### src/hw/rtl/lsm_pkg.sv
// Shared types and constants for the lidar sector minimum block.
// No dependencies.
`default_nettype none
package lsm_pkg;

  localparam int ScanLengthDef = 1024;
  localparam int IdxW          = 10;
  localparam int DistW         = 16;
  localparam int ClassW        = 2;
  localparam int CfgIdxW       = 4;
  localparam int CfgDataW      = 16;

  localparam logic [ClassW-1:0] CLASS_VALID = 2'd0;
  localparam logic [ClassW-1:0] CLASS_NAN   = 2'd1;
  localparam logic [ClassW-1:0] CLASS_INF   = 2'd2;

  localparam logic [CfgIdxW-1:0] REG_RIGHT_START  = 4'd0;
  localparam logic [CfgIdxW-1:0] REG_RIGHT_END    = 4'd1;
  localparam logic [CfgIdxW-1:0] REG_CENTER_START = 4'd2;
  localparam logic [CfgIdxW-1:0] REG_CENTER_END   = 4'd3;
  localparam logic [CfgIdxW-1:0] REG_LEFT_START   = 4'd4;
  localparam logic [CfgIdxW-1:0] REG_LEFT_END     = 4'd5;
  localparam logic [CfgIdxW-1:0] REG_NAN_SUB      = 4'd6;
  localparam logic [CfgIdxW-1:0] REG_INF_SUB      = 4'd7;

  typedef struct packed {
    logic [IdxW-1:0] first;
    logic [IdxW-1:0] stop;
  } win_bounds_t;

  typedef struct packed {
    win_bounds_t      right;
    win_bounds_t      center;
    win_bounds_t      left;
    logic [DistW-1:0] nan_sub;
    logic [DistW-1:0] inf_sub;
  } cfg_t;

endpackage
`default_nettype wire

### src/hw/rtl/lidar_sector_minimum_core.sv
// Lidar sector minimum: running minimum over three index windows of a scan.
// A last-sample beat passes the input register, then the output result registers.
// Throughput: one sample beat per cycle; the input register stalls only when
// a last sample meets a result that is still waiting at the output.
// Reset (rst_n low, synchronous) restores config defaults, clears index, windows and valids.
// Depends on lsm_pkg, lsm_cfg_regs, lsm_window.
`default_nettype none
module lidar_sector_minimum_core
  import lsm_pkg::*;
#(
  parameter int SCAN_LENGTH = ScanLengthDef
) (
  input  wire logic                clk,
  input  wire logic                rst_n,
  input  wire logic                in_valid,
  output logic                     in_ready,
  input  wire logic [DistW-1:0]    in_range_mm,
  input  wire logic [ClassW-1:0]   in_sample_class,
  input  wire logic                in_last_sample,
  output logic                     out_valid,
  input  wire logic                out_ready,
  output logic [DistW-1:0]         out_min_left_mm,
  output logic [DistW-1:0]         out_min_center_mm,
  output logic [DistW-1:0]         out_min_right_mm,
  input  wire logic                cfg_we,
  input  wire logic [CfgIdxW-1:0]  cfg_index,
  input  wire logic [CfgDataW-1:0] cfg_wdata
);

  localparam int IdxLimitInt = (SCAN_LENGTH < (1 << IdxW)) ? SCAN_LENGTH : (1 << IdxW);
  localparam logic [IdxW:0] IdxLimit = IdxLimitInt[IdxW:0];

  cfg_t cfg;

  logic              stg_valid_r;
  logic [DistW-1:0]  stg_range_r;
  logic [ClassW-1:0] stg_class_r;
  logic              stg_last_r;
  logic              stg_adv;
  logic              in_fire;

  logic [IdxW-1:0]   idx_r, idx_nxt;
  logic              ovf_r, ovf_nxt;
  logic [IdxW:0]     idx_inc;
  logic              win_step, win_clear;

  logic [DistW-1:0]  rep_left, rep_center, rep_right;
  logic              out_valid_r, out_valid_nxt;
  logic [DistW-1:0]  out_left_r, out_center_r, out_right_r;

  lsm_cfg_regs u_cfg (
    .clk       (clk),
    .rst_n     (rst_n),
    .cfg_we    (cfg_we),
    .cfg_index (cfg_index),
    .cfg_wdata (cfg_wdata),
    .cfg       (cfg)
  );

  assign stg_adv   = stg_valid_r && (!stg_last_r || !out_valid_r || out_ready);
  assign in_ready  = !stg_valid_r || stg_adv;
  assign in_fire   = in_valid && in_ready;
  assign win_step  = stg_adv && !ovf_r;
  assign win_clear = stg_adv && stg_last_r;

  always_ff @(posedge clk) begin
    if (!rst_n) begin
      stg_valid_r <= 1'b0;
    end else if (in_ready) begin
      stg_valid_r <= in_valid;
    end
  end

  always_ff @(posedge clk) begin
    if (in_fire) begin
      stg_range_r <= in_range_mm;
      stg_class_r <= in_sample_class;
      stg_last_r  <= in_last_sample;
    end
  end

  always_comb begin
    idx_inc = {1'b0, idx_r} + {{IdxW{1'b0}}, 1'b1};
    idx_nxt = idx_r;
    ovf_nxt = ovf_r;
    if (stg_adv) begin
      if (stg_last_r) begin
        idx_nxt = '0;
        ovf_nxt = 1'b0;
      end else if (!ovf_r) begin
        if (idx_inc >= IdxLimit) begin
          ovf_nxt = 1'b1;
        end else begin
          idx_nxt = idx_inc[IdxW-1:0];
        end
      end
    end
  end

  always_ff @(posedge clk) begin
    if (!rst_n) begin
      idx_r <= '0;
      ovf_r <= 1'b0;
    end else begin
      idx_r <= idx_nxt;
      ovf_r <= ovf_nxt;
    end
  end

  lsm_window u_right (
    .clk (clk), .rst_n (rst_n), .step (win_step), .clear (win_clear),
    .idx (idx_r), .bounds (cfg.right), .range_mm (stg_range_r),
    .sample_class (stg_class_r), .nan_sub (cfg.nan_sub), .inf_sub (cfg.inf_sub),
    .report_mm (rep_right)
  );

  lsm_window u_center (
    .clk (clk), .rst_n (rst_n), .step (win_step), .clear (win_clear),
    .idx (idx_r), .bounds (cfg.center), .range_mm (stg_range_r),
    .sample_class (stg_class_r), .nan_sub (cfg.nan_sub), .inf_sub (cfg.inf_sub),
    .report_mm (rep_center)
  );

  lsm_window u_left (
    .clk (clk), .rst_n (rst_n), .step (win_step), .clear (win_clear),
    .idx (idx_r), .bounds (cfg.left), .range_mm (stg_range_r),
    .sample_class (stg_class_r), .nan_sub (cfg.nan_sub), .inf_sub (cfg.inf_sub),
    .report_mm (rep_left)
  );

  always_comb begin
    if (win_clear) begin
      out_valid_nxt = 1'b1;
    end else if (out_ready) begin
      out_valid_nxt = 1'b0;
    end else begin
      out_valid_nxt = out_valid_r;
    end
  end

  always_ff @(posedge clk) begin
    if (!rst_n) begin
      out_valid_r <= 1'b0;
    end else begin
      out_valid_r <= out_valid_nxt;
    end
  end

  always_ff @(posedge clk) begin
    if (win_clear) begin
      out_left_r   <= rep_left;
      out_center_r <= rep_center;
      out_right_r  <= rep_right;
    end
  end

  assign out_valid         = out_valid_r;
  assign out_min_left_mm   = out_left_r;
  assign out_min_center_mm = out_center_r;
  assign out_min_right_mm  = out_right_r;

endmodule
`default_nettype wire

### src/hw/rtl/lsm_cfg_regs.sv
// Configuration register file: window bounds and substitute distances.
// Depends on lsm_pkg.
`default_nettype none
module lsm_cfg_regs
  import lsm_pkg::*;
(
  input  wire logic                clk,
  input  wire logic                rst_n,
  input  wire logic                cfg_we,
  input  wire logic [CfgIdxW-1:0]  cfg_index,
  input  wire logic [CfgDataW-1:0] cfg_wdata,
  output cfg_t                     cfg
);

  cfg_t cfg_r;
  cfg_t cfg_nxt;

  always_comb begin
    cfg_nxt = cfg_r;
    if (cfg_we) begin
      case (cfg_index)
        REG_RIGHT_START:  cfg_nxt.right.first  = cfg_wdata[IdxW-1:0];
        REG_RIGHT_END:    cfg_nxt.right.stop   = cfg_wdata[IdxW-1:0];
        REG_CENTER_START: cfg_nxt.center.first = cfg_wdata[IdxW-1:0];
        REG_CENTER_END:   cfg_nxt.center.stop  = cfg_wdata[IdxW-1:0];
        REG_LEFT_START:   cfg_nxt.left.first   = cfg_wdata[IdxW-1:0];
        REG_LEFT_END:     cfg_nxt.left.stop    = cfg_wdata[IdxW-1:0];
        REG_NAN_SUB:      cfg_nxt.nan_sub      = cfg_wdata[DistW-1:0];
        REG_INF_SUB:      cfg_nxt.inf_sub      = cfg_wdata[DistW-1:0];
        default:          cfg_nxt = cfg_r;
      endcase
    end
  end

  always_ff @(posedge clk) begin
    if (!rst_n) begin
      cfg_r <= '{right: '0, center: '0, left: '0, nan_sub: '0, inf_sub: '1};
    end else begin
      cfg_r <= cfg_nxt;
    end
  end

  assign cfg = cfg_r;

endmodule
`default_nettype wire

### src/hw/rtl/lsm_window.sv
// Running-minimum tracker for one sector window, with substitute reporting.
// Depends on lsm_pkg.
`default_nettype none
module lsm_window
  import lsm_pkg::*;
(
  input  wire logic              clk,
  input  wire logic              rst_n,
  input  wire logic              step,
  input  wire logic              clear,
  input  wire logic [IdxW-1:0]   idx,
  input  wire win_bounds_t       bounds,
  input  wire logic [DistW-1:0]  range_mm,
  input  wire logic [ClassW-1:0] sample_class,
  input  wire logic [DistW-1:0]  nan_sub,
  input  wire logic [DistW-1:0]  inf_sub,
  output logic [DistW-1:0]       report_mm
);

  logic [DistW-1:0]  best_r, best_nxt, best_upd;
  logic [ClassW-1:0] cls_r, cls_nxt, cls_upd;
  logic              has_r, has_nxt, has_upd;
  logic              hit;
  logic              take;

  always_comb begin
    if (bounds.first >= bounds.stop) begin
      hit = (idx == bounds.stop);
    end else begin
      hit = (idx >= bounds.first) && (idx < bounds.stop);
    end
    take = step && hit &&
           (!has_r || ((sample_class == CLASS_VALID) &&
                       ((cls_r != CLASS_VALID) || (range_mm < best_r))));
    best_upd = take ? range_mm : best_r;
    cls_upd  = take ? sample_class : cls_r;
    has_upd  = has_r || (step && hit);

    if (cls_upd == CLASS_VALID) begin
      report_mm = best_upd;
    end else if (cls_upd == CLASS_NAN) begin
      report_mm = nan_sub;
    end else begin
      report_mm = inf_sub;
    end

    if (clear) begin
      best_nxt = '0;
      cls_nxt  = CLASS_VALID;
      has_nxt  = 1'b0;
    end else begin
      best_nxt = best_upd;
      cls_nxt  = cls_upd;
      has_nxt  = has_upd;
    end
  end

  always_ff @(posedge clk) begin
    if (!rst_n) begin
      best_r <= '0;
      cls_r  <= CLASS_VALID;
      has_r  <= 1'b0;
    end else begin
      best_r <= best_nxt;
      cls_r  <= cls_nxt;
      has_r  <= has_nxt;
    end
  end

endmodule
`default_nettype wire

### config.mk
export PLATFORM = sky130hd
export DESIGN_NAME = lidar_sector_minimum_core
export DESIGN_NICKNAME = d
export VERILOG_FILES = /design/src/hw/rtl/lsm_pkg.sv /design/src/hw/rtl/lidar_sector_minimum_core.sv /design/src/hw/rtl/lsm_cfg_regs.sv /design/src/hw/rtl/lsm_window.sv
export SDC_FILE = /design/constraint.sdc
export NUM_CORES = 1
export LEC_CHECK = 0
export ABC_AREA = 1
export BUFFER_PORTS_ARGS = -buffer_cell sky130_fd_sc_hd__buf_2
export CORE_MARGIN = 4
export CORE_UTILIZATION = 50
export CTS_CLUSTER_DIAMETER = 100
export CTS_CLUSTER_SIZE = 30
export DETAILED_ROUTE_END_ITERATION = 7
export PLACE_DENSITY = 0.73
export SLEW_MARGIN = 40
export SYNTH_ARGS = -nofsm -noshare
export SYNTH_HDL_FRONTEND = slang
export SYNTH_SLANG_ARGS = --single-unit
### constraint.sdc
create_clock -name clk -period 2.05 [get_ports clk]
set_input_delay 0.1025 -clock clk [delete_from_list [all_inputs] [get_ports clk]]
set_output_delay 0.1025 -clock clk [all_outputs]
set_load 0.01 [all_outputs]
After elaboration in Yosys (flattened, before gate mapping) --
Cells that the tools add are included.
Operators by class: order comparisons 13, add/sub/neg operators 1, mux-type cells 23, bitwise operators 1, reduce and logical (&&, ||, !) cells 54, equal/unequal tests 15
Operators with widths (count):
- $mux 16 | 9
- $ge 10x10->1 | 6
- $lt 16x16->1 | 3
- $eq 10x10->1 | 3
- $lt 10x10->1 | 3
- $mux 10 | 3
- $eq 4x3->1 const B | 4
- $logic_and 1x1->1 | 16
- $reduce_and 2->1 | 8
- $logic_or 1x1->1 | 12
- $add 10x1->11 const B | 1
- $ge 11x11->1 const B | 1
- $eq 4x2->1 const B | 2
- $logic_not 2->1 | 4
- $mux 1 | 8
- $reduce_bool 2->1 | 4
- $logic_not 1->1 | 7
- $eq 2x1->1 const B | 3
- $mux 2 | 3
- $eq 4x1->1 const B | 1
- $logic_not 4->1 | 1
- $ne 2x2->1 const B | 2
- $reduce_and 3->1 | 1
- $reduce_or 2->1 | 1
- $not 1->1 | 1
Storage, ports and cells: input port bits 44, word-level logic and storage cells 134, flip-flop bits (word level) 229

Logic depth before layout (Yosys ltp) --
Gate-level depths: netlist of run 1.
depth after elaboration 11, depth in mapped cells 19, mapped depth without buffers 18

Hierarchy --
From an unflattened synthesis of run 1, not the netlist that was laid out.
Unflattened totals: cell total of the unflattened synthesis 1823, area total of the unflattened synthesis 13593.0 µm²
Modules (own cells, without submodules):
- lsm_window | cells an instance 372, instances 3, area each 2388.5 µm², sequential area each 380.4 µm²
- lsm_cfg_regs | cells an instance 533, instances 1, area each 3651.0 µm², sequential area each 1841.8 µm²
- lidar_sector_minimum_core | cells an instance 174, instances 1, area each 2776.4 µm², sequential area each 2272.2 µm²

Least setup slack after synthesis of run 1 --
Ideal clock, no wire load.
path type flip-flop to flip-flop, start point reg idx_r[9], end point reg out_right_r[2] (netlist: out_min_right_mm[2]) (data pin), slack -0.215 ns, setup time 0.259 ns, data arrival time 2.006 ns, cell stages (with the launch flop) 15, required time 1.791 ns, cell sequence dfxtp_1 ha_1 nand2_1 nor2_1 nand2_1 nor2_1 nor3_1 nand3_1 a21oi_4 nand2_4 nand2_2 nand2_4 buf_4 nand3_1 nand3_1
Between the ends: cells in the longest elaborated chain, start to end 9
RTL lines:
- start, declared | line lidar_sector_minimum_core.sv:42 | logic [IdxW-1:0] idx_r, idx_nxt;
- start signal, assigned | line lidar_sector_minimum_core.sv:105 | idx_r <= idx_nxt;
- $ge 10x10->1 or $lt 10x10->1 (tied branches) | line lsm_window.sv:30 | hit = (idx >= bounds.first) && (idx < bounds.stop);
- $logic_and 1x1->1 | line lsm_window.sv:30
- $mux 1 (*) | line lsm_window.sv:27 | if (bounds.first >= bounds.stop) begin
- $logic_and 1x1->1 (*) (2 in series) | line lsm_window.sv:32 | take = step && hit &&
- $mux 2 | line lsm_window.sv:36 | cls_upd = take ? sample_class : cls_r;
- $eq 2x1->1 | line lsm_window.sv:41 | end else if (cls_upd == CLASS_NAN) begin
- $mux 16 | line lsm_window.sv:41
- $mux 16 (*) | line lsm_window.sv:39 | if (cls_upd == CLASS_VALID) begin
- named net rep_right[2] | line lidar_sector_minimum_core.sv:47 | logic [DistW-1:0] rep_left, rep_center, rep_right;
- end signal, assigned | line lidar_sector_minimum_core.sv:153 | out_right_r <= rep_right;
- end, declared | line lidar_sector_minimum_core.sv:49 | logic [DistW-1:0] out_left_r, out_center_r, out_right_r;
Mark *: on every way through the listed nets, which the timed path passes. The rest lies on a longest branch. A chain may end at the register's enable or synchronous reset.

Worst setup path in the final report of run 1 --
start point reg stg_range_r[1], end point reg out_right_r[12] (netlist: out_min_right_mm[12]) (data pin)
Between the ends: cells in the longest elaborated chain, start to end 9
RTL lines:
- start, declared | line lidar_sector_minimum_core.sv:36 | logic [DistW-1:0] stg_range_r;
- start signal, assigned | line lidar_sector_minimum_core.sv:76 | stg_range_r <= in_range_mm;
- $lt 16x16->1 (*) | line lsm_window.sv:34 | ((cls_r != CLASS_VALID) || (range_mm < best_r))));
- $logic_or 1x1->1 (*) | line lsm_window.sv:34
- $logic_and 1x1->1 (*) | line lsm_window.sv:33 | (!has_r || ((sample_class == CLASS_VALID) &&
- $logic_or 1x1->1 (*) | line lsm_window.sv:33
- $logic_and 1x1->1 (*) | line lsm_window.sv:32
- $mux 2 | line lsm_window.sv:36
- $eq 2x1->1 | line lsm_window.sv:41
- $mux 16 | line lsm_window.sv:41
- $mux 16 (*) | line lsm_window.sv:39
- named net rep_right[12] | line lidar_sector_minimum_core.sv:47
Marks and branches as above.

==> flow_metrics.env, run 1 <==
export IMPL_status="finished, violations left"
export IMPL_failed_checks="DRC, setup timing"
export IMPL_timing_final_ws_setup_ps=-930.3
export IMPL_top_usage_layer="met2"
export IMPL_yosysWarnings=0
export IMPL_utilization_pct=75.41
export IMPL_worst_pin_slew_ps=603.8
export IMPL_syn_nets=1767
export IMPL_cts_root_buf="clkbuf_16"
export IMPL_die_h_um=167.3
export IMPL_drt_pass1_iter_count=8
export IMPL_grt_max_degree=91
export IMPL_grt_pass1_vias=12458
export IMPL_synth_cells=1587
export IMPL_p_total_mw=12.48
export IMPL_multi_input_area_um2=8737
export IMPL_ios=94
export IMPL_layout_drive_gt1_share_pct=40.16
export IMPL_path_common_cell="nand2_2"
export IMPL_grt_pass1_wl_um=63500
export IMPL_leakagePower_nw=8.017
export IMPL_cts_buffer_depth=3
export IMPL_drtIter0Drc=1702
export IMPL_cp_cell_sequence="buf_6, ha_4, nand2_1, nand2_1, nand2_2, nand2_2, nand2_2, nand2_2, nand2_1, nand2_1, nand2_2, nand2_4, nand2_8, buf_6, nand3_4, nand2_8, nand3_1, nand3_2"
export IMPL_io_buffers=93
export IMPL_ys_types=34
export IMPL_rr_startpoint="stg_range_r[1]$_DFFE_PP_"
export IMPL_start_util_pct=50.67
export IMPL_cp_top_family="simple AND/OR/NAND/NOR gates"
export IMPL_max_stage_delay_ps=510
export IMPL_ys_seq_area_share_pct=41.42
export IMPL_dp_cells=2127
export IMPL_power_density_nw_per_um2=660.7
export IMPL_routabilityCongestion=0.9759
export IMPL_regArea_um2=5305
export IMPL_end_kind="register"
export IMPL_setup_viol=105
export IMPL_clock_sinks=229
export IMPL_hp_class="in -> reg"
export IMPL_clkLatencyLatePin_ps=520
export IMPL_worst_hold_path_num_cells=5
export IMPL_hold_start="cfg_index[1]"
export IMPL_vias=13942
export IMPL_rsz0062_at_grt="true"
export IMPL_hold_viol_final=0
export IMPL_min_period_over_period_pct=145.4
export IMPL_fin_worst_skew_ps=30.10
export IMPL_gr_usage_met1_pct=33.75
export IMPL_syn_to_final_growth_pct=48.82
export IMPL_ir_drop_v=0.0007894
export IMPL_grt_overflow=0
export IMPL_clkTransAtPathRegs_ps=120
export IMPL_antenna_found_initial=1
export IMPL_maxSlewHeadroom_pct=59.65
export IMPL_die_w_um=167.3
export IMPL_grt_use_total_pct=27.60
export IMPL_rr_endpoint="out_min_right_mm[12]$_DFFE_PP_"
export IMPL_ant_nets=0
export IMPL_syn_area_um2=12690
export IMPL_synth_seq_cells=229
export IMPL_num_rows=58
export IMPL_vias_per_cell=6.210
export IMPL_crit_fanout=8
export IMPL_diodes=0
export IMPL_maxSlewViolCount=0
export IMPL_coreArea_um2=25040
export IMPL_numCtsBuffers=12
export IMPL_cap_violations=0
export IMPL_cp_buffers_inverters=2
export IMPL_avgSynthCellArea_um2=7.994
export IMPL_met2_usage_pct=49.11
export IMPL_routedWlPerCell_um=23.37
export IMPL_cp_arrival_ps=3370
export IMPL_path_class="reg -> reg"
export IMPL_fmax_ghz=0.3355
export IMPL_fin_crit_ps=2980
export IMPL_drcViolationCount=1
export IMPL_min_to="u_cfg.cfg[52]$_SDFFE_PN0P_"
export IMPL_tritoncts="yes"
export IMPL_fin_nets=2089
export IMPL_rrSetupSlack_ps=-930
export IMPL_r2r_worst_path_cells=18
export IMPL_crit_path_start="stg_range_r[1]$_DFFE_PP_"
export IMPL_slowest_stage="edfxtp_1"
export IMPL_post_layout_nonfiller_instances=2245
export IMPL_required_ps=2440
export IMPL_dieArea_um2=27990
export IMPL_start_kind="register"
export IMPL_fill_cells=1534
export IMPL_met3_usage_pct=3.517
export IMPL_dpl_hpwl_um=27510
export IMPL_drt_wl_total_um=52470
export IMPL_cts_max_level=1
[layer usage]
metal  wire length (um)  vias to the layer above
li1                   -                     6034
met3               5093                      436
met5                 13                        -
met4               5072                        2
met1              18030                     6463
met2              24260                     1007
[worst reg2reg max path, delay by kind of cell, from the launching register on]
family | cells | cell delay (ps)
buffers and inverters | 2 | 320
flip-flops | 1 | 510
adder cells (fa/ha/maj) | 1 | 230
AND/OR/NAND/NOR | 15 | 1810
[logic make-up (layout without fill, tap and decap cells)]
logic type / Yosys count / after routing / share of synthesized area, %
buffers and inverters: 233 / 555 / 8.057
and+or+nand+nor: 703 / 709 / 25.49
AOI/OAI and AO/OA: 285 / 285 / 11.55
DFF: 229 / 229 / 41.42
adders and majority gates: 136 / 136 / 13.41
xor gates and xnor gates: 1 / 1 / 0.06905
[layout make-up]
type / count / area share, %
Clock inverter: 6 / 0.2783
Clock buffer: 14 / 1.743
Multi-Input combinational cell: 1131 / 46.28
Inverter: 168 / 3.373
Timing Repair Buffer: 367 / 18.05
Sequential cell: 229 / 28.10
Tap cell: 330 / 2.187
[how the worst max path moves through the flow]
stage | endpoint | slack (ps) | cells after the start
after floorplan | out_min_left_mm[10]$_DFFE_PP_ | -120 | 16
after global placement | out_min_right_mm[0]$_DFFE_PP_ | -560 | 15
after detailed placement | out_min_right_mm[0]$_DFFE_PP_ | -590 | 15
after CTS | out_min_right_mm[3]$_DFFE_PP_ | -490 | 17
after global routing | out_min_right_mm[6]$_DFFE_PP_ | -980 | 19
final | out_min_right_mm[12]$_DFFE_PP_ | -930 | 18
[where the power goes]
part           internal (mW)  total [mW]  leakage (nW)  switching [mW]
registers               4.93        5.11          1.96           0.180
clock network           1.22        2.91         0.188            1.69
logic                   1.87        4.46          5.87            2.59
total                   8.01        12.5          8.02            4.47
[registers in the layout, indices dropped and copies added, names as in the netlist]
| signal | cells |
|---|---|
| u_center.has_r | 1 |
| out_min_left_mm | 16 |
| u_cfg.cfg | 92 |
| out_valid | 1 |
| u_right.has_r | 1 |
| u_right.cls_r | 2 |
| u_center.best_r | 16 |
| stg_last_r | 1 |
| u_left.has_r | 1 |
| u_center.cls_r | 2 |
| stg_valid_r | 1 |
| u_left.best_r | 16 |
| idx_r | 10 |
| out_min_right_mm | 16 |
| u_left.cls_r | 2 |
| stg_range_r | 16 |
| u_right.best_r | 16 |
| stg_class_r | 2 |
| out_min_center_mm | 16 |
| ovf_r | 1 |
[Yosys cell counts, drive strengths merged]
cell    number  area share, %
nand4        7           0.35
nor2       109            3.5
clkbuf      29           0.86
nand2      291            9.5
xor2         1          0.069
inv        168            5.0
o21a         2           0.12
dfxtp      162             26
a21boi       2           0.12
buf         36            2.2
a211oi       1          0.059
a21o         2           0.12
nand3      286             12
a21oi      170            6.9
nor3         9           0.36
ha         136             13
nand3b       1          0.059
edfxtp      67             16
o21bai       1          0.059
o21ai      107            4.2
[placed cells by master, fill, tap and decap left out, types with 2 or more instances in the layout]
cell	count
nor2_1	90
ha_1	105
nand2_8	18
a21oi_4	3
a21o_1	2
nand3_2	140
ha_4	30
o21a_1	2
a21oi_2	52
nor2_4	4
clkbuf_16	23
o21ai_2	2
nor3_2	5
dlygate4sd3_1	39
buf_6	51
dfxtp_4	10
clkinvlp_4	2
inv_8	3
buf_4	137
inv_1	150
o21ai_0	94
dfxtp_1	142
nor2_8	2
buf_12	26
buf_2	93
nand2_4	25
a21oi_1	115
dfxtp_2	10
buf_8	10
nor2_2	13
inv_2	16
o21ai_1	11
nand2_1	204
nand4_1	7
nand3_4	39
nand3_1	107
nand2_2	50
edfxtp_1	67
inv_4	2
nor3_1	4
[what timing repair did]
item / CTS / global route
hold buffers: 39 / 0
pin swaps: 35 / 97
hold endpoints to repair: 57 / 0
gates resized for setup: 158 / 401
setup buffers: 9 / 35
gates cloned: 3 / 16
setup endpoints to repair: 108 / 112
[through the flow]
stage               area [um2]  worst slack, ps  TNS [ps]  hold slack, ps
floorplan                12780           -120.3     -5328           201.4
global placement         14790           -563.0    -36460           279.5
detailed placement       14790           -590.2    -40050           280.6
CTS                      16470           -491.8    -31410           23.41
global route             18880           -983.4    -64310           97.38
finish                   18880           -930.3    -57980           24.32
Power figures use the tool's default switching activity.
==> run 2, diff against run 1 <==
- CTS_BUF_LIST: unset -> sky130_fd_sc_hd__clkbuf_4 sky130_fd_sc_hd__clkbuf_8 sky130_fd_sc_hd__clkbuf_16
==> run 2 against run 1 <==
- the run ends with setup timing left
- critical path type unchanged
- clock power about the same
- sequential power about the same
- hold slack better by 8.6 ps
==> flow_metrics.env, run 2 (synthesis results as in run 1) <==
export IMPL_cts_root_buf="clkbuf_16"
export IMPL_hp_class="in -> reg"
export IMPL_power_frac_seq_pct=40.7
export IMPL_fin_worst_skew_ps=33.29
export IMPL_start_util_pct=50.67
export IMPL_num_rows=58
export IMPL_worst_hold_path_num_cells=5
export IMPL_regArea_um2=5319
export IMPL_crit_fanout=7
export IMPL_routedWlPerCell_um=24.72
export IMPL_ir_drop_v=0.0008231
export IMPL_routabilityCongestion=0.9759
export IMPL_dpl_hpwl_um=27510
export IMPL_grt_overflow=0
export IMPL_start_kind="register"
export IMPL_rsz0062_at_grt="true"
export IMPL_grt_max_degree=91
export IMPL_layout_commonest_cell="nand2_1"
export IMPL_die_h_um=167.3
export IMPL_fmax_ghz=0.3361
export IMPL_maxSlewViolCount=0
export IMPL_cts_buffer_depth=3
export IMPL_p_sw_mw=4.515
export IMPL_intPower_mw=8.066
export IMPL_io_buffers=93
export IMPL_ios=94
export IMPL_power_density_nw_per_um2=655.7
export IMPL_antenna_found_initial=1
export IMPL_drtIter0Drc=1904
export IMPL_grt_use_total_pct=30.28
export IMPL_coreArea_um2=25040
export IMPL_cp_arrival_ps=3360
export IMPL_drt_wl_total_um=55730
export IMPL_placed_area_um2=14790
export IMPL_clkLatencyLatePin_ps=520
export IMPL_dieArea_um2=27990
export IMPL_end_kind="register"
export IMPL_p_sw_share_pct=35.89
export IMPL_maxSlewHeadroom_pct=52.84
export IMPL_leakagePower_nw=8.109
export IMPL_vias_per_cell=6.355
export IMPL_utilization_pct=76.63
export IMPL_clock_sinks=229
export IMPL_comb_power_share_pct=36.2
export IMPL_drt_pass1_iter_count=7
export IMPL_grt_pass1_vias=13473
export IMPL_layout_drive_gt1_share_pct=41.65
export IMPL_min_period_over_period_pct=145.1
export IMPL_ant_nets=0
export IMPL_final_cell_mix="nand2_1 (188), inv_1 (144), nand3_1 (142), buf_4 (134), dfxtp_1 (129)"
export IMPL_place_ws_ps=-590.2
export IMPL_tns_ps=-62360
export IMPL_tritoncts="yes"
export IMPL_post_layout_nonfiller_instances=2254
export IMPL_dp_cells=2127
export IMPL_fill_cells=1467
export IMPL_drcViolationCount=0
export IMPL_worst_pin_slew_ps=704.8
export IMPL_fin_crit_ps=2975
export IMPL_setup_viol=105
export IMPL_numCtsBuffers=12
export IMPL_rrSetupSlack_ps=-930
export IMPL_die_w_um=167.3
export IMPL_r2r_worst_path_cells=17
export IMPL_required_ps=2430
export IMPL_multi_input_area_um2=8820
export IMPL_timing_final_ws_setup_ps=-925.1
export IMPL_failed_checks="setup timing"
export IMPL_vias=14324
export IMPL_rr_startpoint="stg_range_r[15]$_DFFE_PP_"
export IMPL_min_to="u_cfg.cfg[52]$_SDFFE_PN0P_"
export IMPL_cts_max_level=1
export IMPL_path_class="reg -> reg"
export IMPL_status="finished, violations left"
export IMPL_fin_nets=2097
export IMPL_rr_endpoint="out_min_right_mm[9]$_DFFE_PP_"
export IMPL_stdcell_area_um2=19180
export IMPL_clkTransAtPathRegs_ps=120
export IMPL_cap_violations=0
export IMPL_hold_start="cfg_index[1]"
export IMPL_largest_reg_flops=92
export IMPL_p_clk_share_pct=23.1
export IMPL_crit_path_start="stg_range_r[15]$_DFFE_PP_"
export IMPL_hold_viol_final=0
export IMPL_syn_to_final_growth_pct=51.21
export IMPL_grt_pass1_wl_um=69300
run 2: critical path: stages, from the launching register on:
cell and delay [ps]:
edfxtp_1 500, buf_6 170, ha_4 280, nand2_4 70, inv_4 70, nand3_4 80, nor3_4 220, nand2_2 90
nand2_2 100, nand2_2 70, nand2_4 100, nand2_8 100, nand2_8 170, nand2_8 90, nand2_8 150, buf_12 150
nand3_1 250, nand3_2 160
run 2: per-stage QoR:
stage,total power [mW],hold slack (ps)
global route,12.91,99.60
CTS,11.20,17.22
finish,12.58,32.93
floorplan,6.717,201.4
global placement,7.609,279.5
detailed placement,7.677,280.6
run 2: power by group through the flow:
stage          Combinational (mW)  Clock, mW  Sequential (mW)
6_report                     4.55       2.90             5.12
5_1_grt                      4.67       3.11             5.13
2_1_floorplan                1.56          0             5.16
3_3_place_gp                 2.45          0             5.16
3_5_place_dp                 2.51          0             5.17
4_1_cts                      3.28       2.86             5.06
run 2: worst max path at each step:
| stage | endpoint | depth (start not counted) | slack, ps |
|---|---|---|---|
| after floorplan | out_min_left_mm[10]$_DFFE_PP_ | 16 | -120 |
| after global placement | out_min_right_mm[0]$_DFFE_PP_ | 15 | -560 |
| after detailed placement | out_min_right_mm[0]$_DFFE_PP_ | 15 | -590 |
| after CTS | out_min_left_mm[0]$_DFFE_PP_ | 18 | -430 |
| after global routing | out_min_right_mm[9]$_DFFE_PP_ | 17 | -980 |
| final | out_min_right_mm[9]$_DFFE_PP_ | 17 | -930 |
run 2: cell type report:
cell class | instances | area share (%)
diodes | 1 | 0.01304
clock buffers | 14 | 1.735
clock inverters | 6 | 0.2739
inverters | 168 | 3.385
multi-input cells | 1128 | 45.97
flip-flops and latches | 229 | 27.72
well taps | 330 | 2.152
repair buffers | 378 | 18.74
run 2: what timing repair did:
item                                    CTS  global route
pin swaps                                54            71
cloned                                    8            10
endpoints found under the setup margin  108           112
hold buffers                             39             0
gates resized for setup                 342           285
hold endpoints to repair                 59             0
buffers inserted                         31            27
run 2: routing by layer:
metal	share of wire, %	track usage, %	wire length (um)
met1	33	35.36	18410
met2	46	52.60	25490
met3	10	5.241	5618
met4	11	16.97	6213
met5	0	0	0
